`config.mk`:
```
export PLATFORM = sky130hd
export DESIGN_NAME = montgomery_reduction_unit_core
export DESIGN_NICKNAME = d
export VERILOG_FILES = /design/src/hdl/mru_pkg.sv /design/src/hdl/montgomery_reduction_unit_core.sv
export SDC_FILE = /design/constraint.sdc
export NUM_CORES = 1
export LEC_CHECK = 0
export BUFFER_PORTS_ARGS = -buffer_cell sky130_fd_sc_hd__buf_2
export CAP_MARGIN = 20
export CELL_PAD_IN_SITES_DETAIL_PLACEMENT = 2
export CELL_PAD_IN_SITES_GLOBAL_PLACEMENT = 2
export CORE_UTILIZATION = 39
export CTS_CLUSTER_SIZE = 30
export DETAILED_ROUTE_END_ITERATION = 7
export PLACE_DENSITY = 0.82
export SYNTH_ARGS = -nofsm -noshare
export SYNTH_HDL_FRONTEND = slang
export SYNTH_SLANG_ARGS = --single-unit
```
`constraint.sdc`:
```
create_clock -name clk_i -period 6.9 [get_ports clk_i]
set_input_delay 0.345 -clock clk_i [delete_from_list [all_inputs] [get_ports clk_i]]
set_output_delay 0.345 -clock clk_i [all_outputs]
set_load 0.02 [all_outputs]
```
`src/hdl/mru_pkg.sv`:
```
package mru_pkg;

  // payload and register widths
  localparam int VALUE_W      = 63;
  localparam int RESULT_W     = 32;
  localparam int ERROR_W      = 2;
  localparam int CFG_DATA_W   = 32;
  localparam int CFG_IDX_W    = 1;
  localparam int SHIFT_W      = 6;
  localparam int MAX_SHIFT    = 32;
  localparam int MOD_BITS_DEF = 32;

  // step counter covers value bits plus the doubling steps
  localparam int CNT_W = $clog2(VALUE_W + MAX_SHIFT);

  // opcodes
  localparam logic OP_TO_MONT = 1'b0;
  localparam logic OP_REDC    = 1'b1;

  // register indexes
  localparam logic [CFG_IDX_W-1:0] REG_MODULUS = 1'b0;
  localparam logic [CFG_IDX_W-1:0] REG_SHIFT   = 1'b1;

  // error codes
  localparam logic [ERROR_W-1:0] ERR_OK     = 2'd0;
  localparam logic [ERROR_W-1:0] ERR_RANGE  = 2'd1;
  localparam logic [ERROR_W-1:0] ERR_CONFIG = 2'd2;

endpackage

```
`src/hdl/montgomery_reduction_unit_core.sv`:
```
// montgomery arithmetic unit, bit-serial
//
// command channel: start with op_i and value_i is taken at a clock edge where
// start is high and busy is low. one result per command: result_o and
// error_o are valid for exactly one cycle while done_o is high. the receiver
// cannot stall, so results are never held back.
// configuration: cfg_we_i writes cfg_data_i into register cfg_idx_i
// (0 modulus n, 1 shift k) at the clock edge; the user must do so only while no
// command runs, which the block itself does not enforce.
// steps from transfer to done_o:
//   convert (op 0): one remainder bit per cycle through the
//                   compare-subtract unit, then k doubling steps on it
//   reduce  (op 1): one radix-2 montgomery step per cycle, then an
//                   add of the high part and a final conditional subtract
//   bad configuration: answered from idle, with no steps run
// a new command may be given in the cycle done_o is high.
// reset clears the sequencer, drops done_o and sets n = 3, k = 2.
module montgomery_reduction_unit_core #(
  parameter int MOD_BITS = mru_pkg::MOD_BITS_DEF
) (
  input  logic                            clk_i,
  input  logic                            rst_ni,
  input  logic                            start,
  output logic                            busy,
  input  logic                            op_i,
  input  logic [mru_pkg::VALUE_W-1:0]     value_i,
  output logic                            done_o,
  output logic [mru_pkg::RESULT_W-1:0]    result_o,
  output logic [mru_pkg::ERROR_W-1:0]     error_o,
  input  logic                            cfg_we_i,
  input  logic [mru_pkg::CFG_IDX_W-1:0]   cfg_idx_i,
  input  logic [mru_pkg::CFG_DATA_W-1:0]  cfg_data_i
);
  import mru_pkg::*;

  typedef enum logic [3:0] {
    ST_IDLE = 4'b0001,
    ST_RUN  = 4'b0010,
    ST_SUM  = 4'b0100,
    ST_CORR = 4'b1000
  } state_e;

  state_e state_q, state_d;

  // configuration
  logic [MOD_BITS-1:0] n_q, n_d;
  logic [SHIFT_W-1:0]  k_q, k_d;

  // datapath: operand shift register, accumulator, sum register
  logic [VALUE_W-1:0]  x_q, x_d;
  logic [MOD_BITS-1:0] acc_q, acc_d;
  logic [MOD_BITS:0]   t_q, t_d;
  logic                op_q, op_d;
  logic                rerr_q, rerr_d;
  logic [CNT_W-1:0]    cnt_q, cnt_d;

  // output registers
  logic                done_q, done_d;
  logic [RESULT_W-1:0] result_q, result_d;
  logic [ERROR_W-1:0]  error_q, error_d;

  logic                cfg_ok;
  logic [CNT_W-1:0]    last_cnt;
  logic [MOD_BITS:0]   rem_w, rem_sub;
  logic                rem_ge;
  logic [MOD_BITS-1:0] div_next;
  logic                redc_odd;
  logic [MOD_BITS:0]   redc_sum;
  logic [MOD_BITS-1:0] redc_next;
  logic [MOD_BITS:0]   t_sum, t_sub;
  logic                t_ge;
  logic [MOD_BITS-1:0] corr_res;
  logic                range_err;

  // modulus must be odd and below 2^k, k nonzero and at most 32
  assign cfg_ok = n_q[0] && (k_q != '0) && ({1'b0, k_q} <= 7'(MAX_SHIFT))
                  && (({1'b0, k_q} >= 7'(MOD_BITS)) || ((n_q >> k_q) == '0));

  // convert runs 63 value bits then k zero bits, reduce runs k steps
  assign last_cnt = (op_q == OP_TO_MONT) ? CNT_W'(VALUE_W - 1) + CNT_W'(k_q)
                                         : CNT_W'(k_q) - CNT_W'(1);

  // restoring remainder step; zero fill after the value turns it into doubling
  assign rem_w    = {acc_q, x_q[VALUE_W-1]};
  assign rem_ge   = rem_w >= {1'b0, n_q};
  assign rem_sub  = rem_w - {1'b0, n_q};
  assign div_next = rem_ge ? rem_sub[MOD_BITS-1:0] : rem_w[MOD_BITS-1:0];

  // radix-2 montgomery step: bring in the next low bit, add n if odd, halve
  assign redc_odd  = acc_q[0] ^ x_q[0];
  assign redc_sum  = {1'b0, acc_q} + (redc_odd ? {1'b0, n_q} : '0)
                     + (MOD_BITS + 1)'(x_q[0]);
  assign redc_next = redc_sum[MOD_BITS:1];

  // after k steps x_q holds the high part of the operand
  assign t_sum     = {1'b0, acc_q} + {1'b0, x_q[MOD_BITS-1:0]};
  assign range_err = (|x_q[VALUE_W-1:MOD_BITS]) || (x_q[MOD_BITS-1:0] >= n_q);

  assign t_ge     = t_q >= {1'b0, n_q};
  assign t_sub    = t_q - {1'b0, n_q};
  assign corr_res = t_ge ? t_sub[MOD_BITS-1:0] : t_q[MOD_BITS-1:0];

  always_comb begin
    state_d  = state_q;
    n_d      = n_q;
    k_d      = k_q;
    x_d      = x_q;
    acc_d    = acc_q;
    t_d      = t_q;
    op_d     = op_q;
    rerr_d   = rerr_q;
    cnt_d    = cnt_q;
    done_d   = 1'b0;
    result_d = result_q;
    error_d  = error_q;

    if (cfg_we_i) begin
      case (cfg_idx_i)
        REG_MODULUS: n_d = cfg_data_i[MOD_BITS-1:0];
        REG_SHIFT:   k_d = cfg_data_i[SHIFT_W-1:0];
        default:     ;
      endcase
    end

    case (state_q)
      ST_IDLE: begin
        if (start) begin
          x_d   = value_i;
          op_d  = op_i;
          acc_d = '0;
          cnt_d = '0;
          if (cfg_ok) begin
            state_d = ST_RUN;
          end else begin
            // bad configuration answers at once
            done_d   = 1'b1;
            result_d = '0;
            error_d  = ERR_CONFIG;
          end
        end
      end
      ST_RUN: begin
        cnt_d = cnt_q + CNT_W'(1);
        if (op_q == OP_TO_MONT) begin
          acc_d = div_next;
          x_d   = {x_q[VALUE_W-2:0], 1'b0};
        end else begin
          acc_d = redc_next;
          x_d   = {1'b0, x_q[VALUE_W-1:1]};
        end
        if (cnt_q == last_cnt) begin
          if (op_q == OP_TO_MONT) begin
            state_d  = ST_IDLE;
            done_d   = 1'b1;
            result_d = RESULT_W'(div_next);
            error_d  = ERR_OK;
          end else begin
            state_d = ST_SUM;
          end
        end
      end
      ST_SUM: begin
        t_d     = t_sum;
        rerr_d  = range_err;
        state_d = ST_CORR;
      end
      ST_CORR: begin
        state_d = ST_IDLE;
        done_d  = 1'b1;
        if (rerr_q) begin
          result_d = '0;
          error_d  = ERR_RANGE;
        end else begin
          result_d = RESULT_W'(corr_res);
          error_d  = ERR_OK;
        end
      end
      default: begin
        state_d = ST_IDLE;
      end
    endcase
  end

  always_ff @(posedge clk_i or negedge rst_ni) begin
    if (!rst_ni) begin
      state_q <= ST_IDLE;
      n_q     <= MOD_BITS'(3);
      k_q     <= SHIFT_W'(2);
      done_q  <= 1'b0;
      cnt_q   <= '0;
      op_q    <= OP_TO_MONT;
    end else begin
      state_q <= state_d;
      n_q     <= n_d;
      k_q     <= k_d;
      done_q  <= done_d;
      cnt_q   <= cnt_d;
      op_q    <= op_d;
    end
  end

  // payload, no reset
  always_ff @(posedge clk_i) begin
    x_q      <= x_d;
    acc_q    <= acc_d;
    t_q      <= t_d;
    rerr_q   <= rerr_d;
    result_q <= result_d;
    error_q  <= error_d;
  end

  assign busy     = (state_q != ST_IDLE);
  assign done_o   = done_q;
  assign result_o = result_q;
  assign error_o  = error_q;

endmodule

```
* Word level (Yosys, flattened, before mapping)
Index checks and enable logic that the tools add are counted.
W data, S select, Z words.
** Word-level totals
- Input port bits :: 101
- Output and inout port bits :: 36
- Bits in registers :: 214
- Word-level logic and storage cells :: 89
** Cells by class
- Reductions and logical operators :: 16
- Equality and inequality tests :: 11
- Bitwise logic cells :: 2
- Add/subtract/negate cells :: 8
- Shift-type cells :: 1
- Muxes and demuxes :: 34
- Order comparisons :: 5
** Operator list (count)
- $mux W32 :: 10
- $mux W63 :: 2
- $pmux W63 S2 :: 1
- $pmux W32 S3 :: 1
- $add A32 B32 Y33 :: 2
- $ge A33 B32 Y1 :: 2
- $pmux W32 S2 :: 1
- $sub A32 B32 Y32 :: 2
- $add A33 B1 Y33 :: 1
- $ge A32 B32 Y1 :: 1
- $logic_not A32 Y1 :: 1
- $shr A32 B6 Y32 :: 1
- $reduce_or A31 Y1 :: 1
- $mux W7 :: 2
- $pmux W7 S2 :: 1
- $mux W4 :: 3
- $pmux W4 S3 :: 1
- $ne A2 B2 Y1 const B :: 5
- $mux W2 :: 4
- $reduce_and A2 Y1 :: 4
- $add A6 B6 Y7 const A :: 1
- $add A7 B1 Y7 const B :: 1
- $eq A7 B7 Y1 :: 1
- $sub A6 B1 Y7 const B :: 1
- other kinds (20) :: 27

* Logic depth before layout (Yosys ltp)
Gate-level depths: netlist (run 1).
- Depth in word-level cells :: 7
- Mapped depth :: 15
- Gate-level depth less buffers :: 14

* Worst setup path after synthesis (run 1)
Ideal clock, no wire load.
- Path type :: register to register
- From :: register k_q[1]
- To :: register error_q[0] (netlist: error_o[0]), enable pin
- Arrival time :: 4.363 ns
- Library setup time :: 0.472 ns
- Path buffers :: 3
- Stages on the path, launching flop included :: 11
- Period minus slack after synthesis :: 4.835 ns
- Setup slack :: 2.065 ns
- Data required time :: 6.428 ns
- Path through :: dfstp_2 > buf_2 > clkbuf_1 > clkbuf_1 > nand2_1 > o2111a_1 > a31oi_1 > o41ai_1 > a31oi_1 > o22ai_1 > o21ai_0
** Between the ends
- Word-level cells in the longest chain between the ends :: 6
- Elaborated cells on any way between the ends :: 16
- Classes of those cells :: 2 x add/sub; 2 x order compare; 3 x eq/ne; 1 x shift; 1 x mux; 7 x reduce/logical
** Ends and longest elaborated chain
- start: declaration :: line montgomery_reduction_unit_core.sv:47 : logic [SHIFT_W-1:0] k_q, k_d;
- start signal: assignment :: line montgomery_reduction_unit_core.sv:195 : k_q <= k_d;
- $shr A32 B6 Y32 or $reduce_bool A6 Y1 (tied branches) :: line montgomery_reduction_unit_core.sv:77, montgomery_reduction_unit_core.sv:76
- $logic_not A32 Y1 or $logic_and A1 B1 Y1 (tied branches) :: line montgomery_reduction_unit_core.sv:77, montgomery_reduction_unit_core.sv:76
- $logic_or A1 B1 Y1 or $logic_and A1 B1 Y1 (tied branches) :: line montgomery_reduction_unit_core.sv:77, montgomery_reduction_unit_core.sv:76
- $logic_and A1 B1 Y1 :: line montgomery_reduction_unit_core.sv:77 : && (({1'b0, k_q} >= 7'(MOD_BITS)) || ((n_q >> k_q) == '0));
- $ne A2 B2 Y1 (no line)
- $reduce_and A5 Y1 (no line) (*)
- end signal: assignment :: line montgomery_reduction_unit_core.sv:209 : error_q <= error_d;
- end: declaration :: line montgomery_reduction_unit_core.sv:60 : logic [ERROR_W-1:0] error_q, error_d;
Mark *: on every way between the ends. The rest lies on a longest branch, timed or not.
A chain may end at the register's enable or synchronous reset.

* Worst setup path after layout (run 1)
- From :: register k_q[0]
- To :: register result_q[13] (netlist: result_o[13]), enable pin
** Between the ends
- Word-level cells in the longest chain between the ends :: 6
- Elaborated cells on any way between the ends :: 16
- Classes of those cells :: 2 x add/sub; 2 x order compare; 3 x eq/ne; 1 x shift; 1 x mux; 7 x reduce/logical
** Ends and longest elaborated chain
- $shr A32 B6 Y32 or $reduce_bool A6 Y1 (tied branches) :: line montgomery_reduction_unit_core.sv:77, montgomery_reduction_unit_core.sv:76
- $logic_not A32 Y1 or $logic_and A1 B1 Y1 (tied branches) :: line montgomery_reduction_unit_core.sv:77, montgomery_reduction_unit_core.sv:76
- $logic_or A1 B1 Y1 or $logic_and A1 B1 Y1 (tied branches) :: line montgomery_reduction_unit_core.sv:77, montgomery_reduction_unit_core.sv:76
- $logic_and A1 B1 Y1 :: line montgomery_reduction_unit_core.sv:77
- $ne A2 B2 Y1 (no line)
- $reduce_and A5 Y1 (no line) (*)
- end signal: assignment :: line montgomery_reduction_unit_core.sv:208 : result_q <= result_d;
- end: declaration :: line montgomery_reduction_unit_core.sv:59 : logic [RESULT_W-1:0] result_q, result_d;
Marked as above.

==> out/metrics.cfg, run 1 <==
[cts]
clock_path_buffers=3
cts_root_buf=clkbuf_16
cts_sinks=214
clk_pin_slew_ns=0.06
cts_max_level=1
cts_tree=built
clk_latency_ns=0.59
numCtsBuffers=29

[routing]
via_count=16200
wire_per_inst_um=26.5
drtIter0Drc=956
routed_wl_um=69700
vias_per_cell=6.14
antenna_left=0
drcViolationCount=0
dr.pass1.iters=5

[grt]
track_usage=0.300
gr-total-overflow=0
grt_pass1_vias=17700
grt_max_degree=87
antenna_found_initial=1
grt_pass1_wl_um=107000

[worst_setup_path]
critPathLaunchType=flip-flop
crit_cells=9
cp-end-kind=flip-flop
max_stage_delay_ns=0.92
crit_family=compound AO/OA/AOI/OAI gates
cp_data_required_time_ns=7.18
worstPathArrival_ns=5.23
path_class=flip-flop to flip-flop
cp_max_fo=23
slowest_stage=dfrtp_1
crit_buf_inv=2
cpMostUsedCell=a2111oi_0
worstPathCellList=clkinv_1 > a2111oi_0 > nand2_1 > a2111oi_0 > o21a_1 > o221ai_1 > o22ai_1 > o21ai_4 > buf_4
reg2reg_depth=9

[final_layout]
post-route-util=0.446
multi_input_area_um2=10800
nFillCells=4890
drive_gt1_frac=0.119
final_nets=2283
regArea_um2=6180
syn_to_final_growth_pct=12.7

[power_and_ir_drop]
pwr-share-clk=0.234
power.switching_w=0.00270
leakage_nw=8.66
p_per_area_nw_per_um2=319
finalPower_w=0.00630
switching_share=0.430
internal_power_w=0.00359
irDropWorstVdd_mv=0.195
seq_power_share=0.305
power_frac_comb=0.461

[die]
initial_core_util=0.396
rows=77
coreArea_um2=44300
dieHeight_um=214
die_x_um=214
die-area_um2=45800
io_pins=137

[placement]
gp_congestion=0.884
dp_hpwl_um=52000
portBuffers=136

[timing]
hold_slack_ns=0.00661
finalMaxSlewViolations=0
tns_ns=0
timing.fmax_mhz=202
period_share=0.717
fin_worst_skew_ns=0.0256
post-route-min-period_ns=4.94
rsz0062_at_grt=false
finalSetupViolations=0
hold_viol=0
maxSlewHeadroom=0.263
tightest_slew_ns=1.10

[worst_hold_path]
hold_class=primary input to flip-flop
hold_depth=3

[synth]
syn_inst=1898
synth.avg_cell_area_um2=9.24
synth_cell_types=81
yosysSeqAreaShare=0.352
syn_area_um2=17500
ys.flop_type=edfxtp_1
synth_fp_nets=2166
ys_seq_elements=214
synth_edf_count=163
yosys_warnings=0
synthArstFlopShare=0.238

[run_status]
status=completed

[flow_run]
max_cap_viol_count=0

layout make-up:
| type | instances | share of cell area |
|---|---|---|
| Clock inverter | 16 | 0.00513 |
| Clock buffer | 37 | 0.0398 |
| Multi-Input combinational cell | 1527 | 0.544 |
| Tap cell | 592 | 0.0375 |
| Antenna cell | 2 | 0.000253 |
| Sequential cell | 214 | 0.313 |
| Inverter | 86 | 0.0165 |
| Timing Repair Buffer | 157 | 0.0438 |
layout by cell type, fill, tap and decap left out, types with 32 or more instances in the layout:
master / netlist / routed
o22ai_1: 35 / 35
mux2i_1: 116 / 116
a21o_1: 56 / 56
and2_1: 40 / 40
nand2_1: 187 / 186
xor2_1: 39 / 39
ha_1: 163 / 163
inv_1: 84 / 83
buf_2: 6 / 136
a211oi_1: 32 / 32
dfrtp_1: 47 / 46
edfxtp_1: 163 / 163
nor2_1: 108 / 108
o21ai_0: 180 / 179
a21oi_1: 127 / 127
xnor2_1: 74 / 74
flip-flops by register name, indices dropped and copies added, names as in the netlist:
signal / flops
k_q: 6
done_o: 1
t_q: 33
rerr_q: 1
n_q: 32
x_q: 63
error_o: 2
cnt_q: 7
acc_q: 32
state_q: 4
result_o: 32
op_q: 1
worst reg2reg max path: cells and delay by family, from the launching register on:
kind | cells | cell delay (ns)
buffers and inverters | 2 | 1.05
AND/OR/NAND/NOR | 1 | 0.11
flip-flops | 1 | 0.92
AO/OA/AOI/OAI | 6 | 2.55
cell usage after synthesis (15+ instances only):
cell type | number | area (µm²)
o21a_1 | 27 | 203
clkbuf_1 | 51 | 191
inv_1 | 84 | 315
xor2_1 | 39 | 342
dfrtp_1 | 47 | 1180
nor2_1 | 108 | 405
edfxtp_1 | 163 | 4890
a211oi_1 | 32 | 240
xnor2_1 | 74 | 648
nand3_1 | 30 | 150
o21ai_0 | 180 | 901
a21oi_1 | 127 | 636
a21o_1 | 56 | 420
and2_1 | 40 | 250
mux2i_1 | 116 | 1160
nand2b_1 | 15 | 93.8
nand4_1 | 27 | 169
a31oi_1 | 30 | 188
o22ai_1 | 35 | 219
ha_1 | 163 | 2040
nand2_1 | 187 | 702
nor3_1 | 30 | 150
and3_1 | 15 | 93.8
path summary, 6_finish.rpt:
| check | start | endpoint | slack (ns) |
|---|---|---|---|
| max | k_q[0]$_DFFE_PN0P_ | result_o[13]$_DFFE_PP_ | 1.96 |
| min | cfg_data_i[31] | n_q[31]$_DFFE_PN0P_ | 0.007 |
| max reg2reg | k_q[0]$_DFFE_PN0P_ | result_o[13]$_DFFE_PP_ | 1.96 |
| min reg2reg | cnt_q[6]$_DFFE_PN0P_ | cnt_q[6]$_DFFE_PN0P_ | 0.53 |
| max in group asynchronous | rst_ni | op_q$_DFFE_PN0P_ | 5.94 |
| min in group asynchronous | rst_ni | state_q[3]$_DFFE_PN0P_ | 0.42 |
metal layers:
layer	share of wire	track usage	wire (µm)	vias to the layer above
li1	-	-	-	7351
met1	0.44	0.387	30300	8263
met2	0.49	0.516	34000	414
met3	0.041	0.0304	2840	123
met4	0.037	0.112	2550	0
met5	0	0	0	-
kinds of logic after synthesis:
logic type / Yosys count / share of synthesized area
AOI/OAI and AO/OA: 601 / 0.217
muxes: 131 / 0.0758
and+or+nand+nor: 514 / 0.140
buffers and inverters: 157 / 0.0367
adders and majority gates: 168 / 0.121
xor gates and xnor gates: 113 / 0.0564
DFF: 214 / 0.352
through the flow:
step / setup WS (ns) / area [µm²] / cells
floorplan: 2.06 / 17500 / 1898
global placement: 2.19 / 18800 / 2569
detailed placement: 2.19 / 18800 / 2569
CTS: 2.16 / 19700 / 2628
global route: 1.69 / 19800 / 2629
finish: 1.96 / 19800 / 2631
power by group through the flow:
stage,sequential (W),clock (W),combinational (W)
2_1_floorplan,0.00183,0,0.00200
3_3_place_gp,0.00192,0,0.00267
3_5_place_dp,0.00193,0,0.00282
4_1_cts,0.00191,0.00148,0.00287
5_1_grt,0.00194,0.00153,0.00312
6_report,0.00192,0.00148,0.00290
timing repair:
item | in CTS | in global routing
setup buffers | 0 | 0
endpoints found under the hold margin | 52 | 0
hold buffers | 6 | 0
gates resized for setup | 0 | 0
Note: power is estimated with default switching activity, not from simulation.
==> inputs of run 2 (changes only) <==
clock period = 4.87 ns   (was 6.9 ns; I/O delays follow)
==> run 2 against run 1 <==
  * Design area up 5.3%
  * Register-to-register slack worse by 1.7 ns
  * Combinational power up 49%
  * Sequential power up 42%
  * Die area unchanged
  * Count of clock-buffer cells in the layout up 6
  * Utilization up 2.4 points
  * Fmax up 6.3%
  * Clock power up 47%
  * Highest routed layer unchanged
==> out/metrics.cfg, run 2 (synthesis results as in run 1) <==
[run_status]
status=completed  ; unchanged

[timing]
hold_slack_ns=0.00107  ; was 0.00661 ns
post-route-min-period_ns=4.65  ; was 4.94 ns
fin_worst_skew_ns=0.0229  ; was 0.0256 ns
finalSetupViolations=0  ; unchanged
period_share=0.955  ; was 0.717
tns_ns=0  ; unchanged
maxSlewHeadroom=0.229  ; was 0.263
timing.fmax_mhz=215  ; was 202 MHz
finalMaxSlewViolations=0  ; unchanged
tightest_slew_ns=1.16  ; was 1.10 ns
hold_viol=0  ; unchanged
rsz0062_at_grt=false  ; unchanged

[flow_run]
max_cap_viol_count=0  ; unchanged

[routing]
vias_per_cell=6.20  ; was 6.14
dr.pass1.iters=5  ; unchanged
wire_per_inst_um=28.6  ; was 26.5 µm
antenna_left=0  ; unchanged
drtIter0Drc=1184  ; was 956
routed_wl_um=78200  ; was 69700 µm
drcViolationCount=0  ; unchanged
via_count=16900  ; was 16200

[power_and_ir_drop]
internal_power_w=0.00524  ; was 0.00359 W
p_per_area_nw_per_um2=444  ; was 319 nW/µm²
power_frac_comb=0.469  ; was 0.461
switching_share=0.433  ; was 0.430
seq_power_share=0.295  ; was 0.305
irDropWorstVdd_mv=0.260  ; was 0.195 mV
leakage_nw=9.12  ; was 8.66 nW
pwr-share-clk=0.236  ; was 0.234
power.switching_w=0.00400  ; was 0.00270 W
finalPower_w=0.00923  ; was 0.00630 W

[placement]
placedInstanceArea_um2=19000  ; was 18800 µm²
placedCellCount=2591  ; was 2569
dp_hpwl_um=55200  ; was 52000 µm
gp_congestion=0.930  ; was 0.884
portBuffers=136  ; unchanged

[final_layout]
top_regs=x_q: 63 flops, t_q: 33 flops  ; unchanged
largest_reg_flops=63  ; unchanged
nFillCells=4770  ; was 4890
drive_gt1_frac=0.122  ; was 0.119
syn_to_final_growth_pct=18.7  ; was 12.7%
top_register=x_q  ; unchanged
final_common_cell=nand2_1  ; unchanged
mostFrequentLayoutCells=nand2_1 (186), o21ai_0 (179), ha_1 (163), edfxtp_1 (163), buf_2 (136)  ; unchanged
final_nets=2388  ; was 2283
design_area_um2=20800  ; was 19800 µm²
finalNonFillerCells=2733  ; was 2631

[cts]
numCtsBuffers=29  ; unchanged
cts_max_level=1  ; unchanged
clk_pin_slew_ns=0.08  ; was 0.06 ns
clock_path_buffers=3  ; unchanged
cts_setup_buffers=0  ; unchanged
clk_latency_ns=0.59  ; about the same
cts_sinks=214  ; unchanged
cts_tree=built  ; unchanged
cts_root_buf=clkbuf_16  ; unchanged

[worst_setup_path]
rr_endpoint=result_o[14]$_DFFE_PP_  ; was result_o[13]$_DFFE_PP_
critPathLaunchType=flip-flop  ; unchanged
worstSetupStartpoint=k_q[1]$_DFFE_PN1P_  ; was k_q[0]$_DFFE_PN0P_
worstPathArrival_ns=4.95  ; was 5.23 ns
cp-end-kind=flip-flop  ; unchanged
cpMostUsedCell=a2111oi_0  ; unchanged
path_class=flip-flop to flip-flop  ; unchanged
crit_end=result_o[14]$_DFFE_PP_  ; was result_o[13]$_DFFE_PP_
max_stage_delay_ns=0.70  ; was 0.92 ns
worstPathCellList=inv_1 > o2111a_1 > a31oi_1 > a2111oi_0 > nand2_1 > a2111oi_0 > o21a_1 > o221ai_1 > o22ai_1 > o21ai_4 > buf_4  ; was clkinv_1 > a2111oi_0 > nand2_1 > a2111oi_0 > o21a_1 > o221ai_1 > o22ai_1 > o21ai_4 > buf_4
worst_r2r_startpoint=k_q[1]$_DFFE_PN1P_  ; was k_q[0]$_DFFE_PN0P_
reg2reg_depth=11  ; was 9
cp_max_fo=27  ; was 23
slowest_stage=a2111oi_0  ; was dfrtp_1
r2r_slack_ns=0.22  ; was 1.96 ns
cp_data_required_time_ns=5.17  ; was 7.18 ns

[die]
io_pins=137  ; unchanged
coreArea_um2=44300  ; unchanged
die-area_um2=45800  ; unchanged
dieHeight_um=214  ; unchanged
initial_core_util=0.396  ; unchanged
die_x_um=214  ; unchanged
rows=77  ; unchanged

[grt]
gr-total-overflow=0  ; unchanged
grt_pass1_vias=18600  ; was 17700
grt_max_degree=65  ; was 87
grt_pass1_wl_um=117000  ; was 107000 µm
antenna_found_initial=1  ; unchanged
track_usage=0.334  ; was 0.300

[worst_hold_path]
hold_class=primary input to flip-flop  ; unchanged
hold_depth=3  ; unchanged

-- run 2: cell count changes in the layout (fill, tap and decap cells not counted), moves of 2 or more --
cell           previous run  this run
inv_4                     3         1
clkbuf_8                  3         5
clkinv_2                  8         4
buf_4                    14        33
buf_12                    1         3
clkinv_1                  7         4
dlygate4sd3_1             6        90
clkbuf_1                  5         8
-- run 2: how the worst min path moves through the flow --
| stage | slack (ns) | end | from |
|---|---|---|---|
| final | 0.001 | x_q[27]$_DFFE_PP_ | value_i[27] |
| after global routing | 0.006 | x_q[49]$_DFFE_PP_ | value_i[49] |
| after CTS | 0.001 | x_q[60]$_DFFE_PP_ | value_i[60] |
| after detailed placement | 0.43 | cnt_q[3]$_DFFE_PN0P_ | rst_ni |
| after global placement | 0.41 | cnt_q[2]$_DFFE_PN0P_ | rst_ni |
| after floorplan | -0.05 | cnt_q[0]$_DFFE_PN0P_ | rst_ni |
-- run 2: area by class of cell --
class	instances	area (µm²)	share of cell area
well taps	592	741	0.0356
diodes	1	2.50	0.000120
flip-flops and latches	214	6180	0.297
clock buffers	43	850	0.0408
inverters	86	325	0.0156
clock inverters	8	65.1	0.00313
repair buffers	262	1890	0.0908
multi-input cells	1527	10800	0.517
-- run 2: power by group through the flow --
stage	Clock [W]	Combinational, W	Sequential (W)
after floorplan	0	0.00284	0.00260
after global placement	0	0.00387	0.00272
after detailed placement	0	0.00410	0.00274
after CTS	0.00215	0.00421	0.00271
after global routing	0.00224	0.00463	0.00274
final	0.00218	0.00433	0.00273
-- run 2: stage by stage --
stage	setup slack, ns	utilization
2_1_floorplan	0.0350	-
3_3_place_gp	0.604	0.428
3_5_place_dp	0.430	0.429
4_1_cts	0.389	0.469
5_1_grt	0.0365	0.470
6_report	0.219	0.470
-- run 2: critical path: cells and delay by family (launching register included) --
family / cells / cell delay, ns
DFF: 1 / 0.54
AOI/OAI and AO/OA: 8 / 2.89
and+or+nand+nor: 1 / 0.14
buffers and inverters: 2 / 0.75
-- run 2: per-layer routing --
metal | track usage | up-vias | wire length [µm] | part of all wire
li1 | - | 7572 | - | -
met1 | 0.406 | 8684 | 32200 | 0.41
met2 | 0.597 | 519 | 39500 | 0.50
met3 | 0.0447 | 168 | 3660 | 0.047
met4 | 0.124 | 0 | 2900 | 0.037
met5 | 0 | - | 0 | 0
-- run 2: what timing repair did --
item | CTS | global route
endpoints found under the hold margin | 141 | 2
hold buffers | 88 | 2
resized for setup | 0 | 0
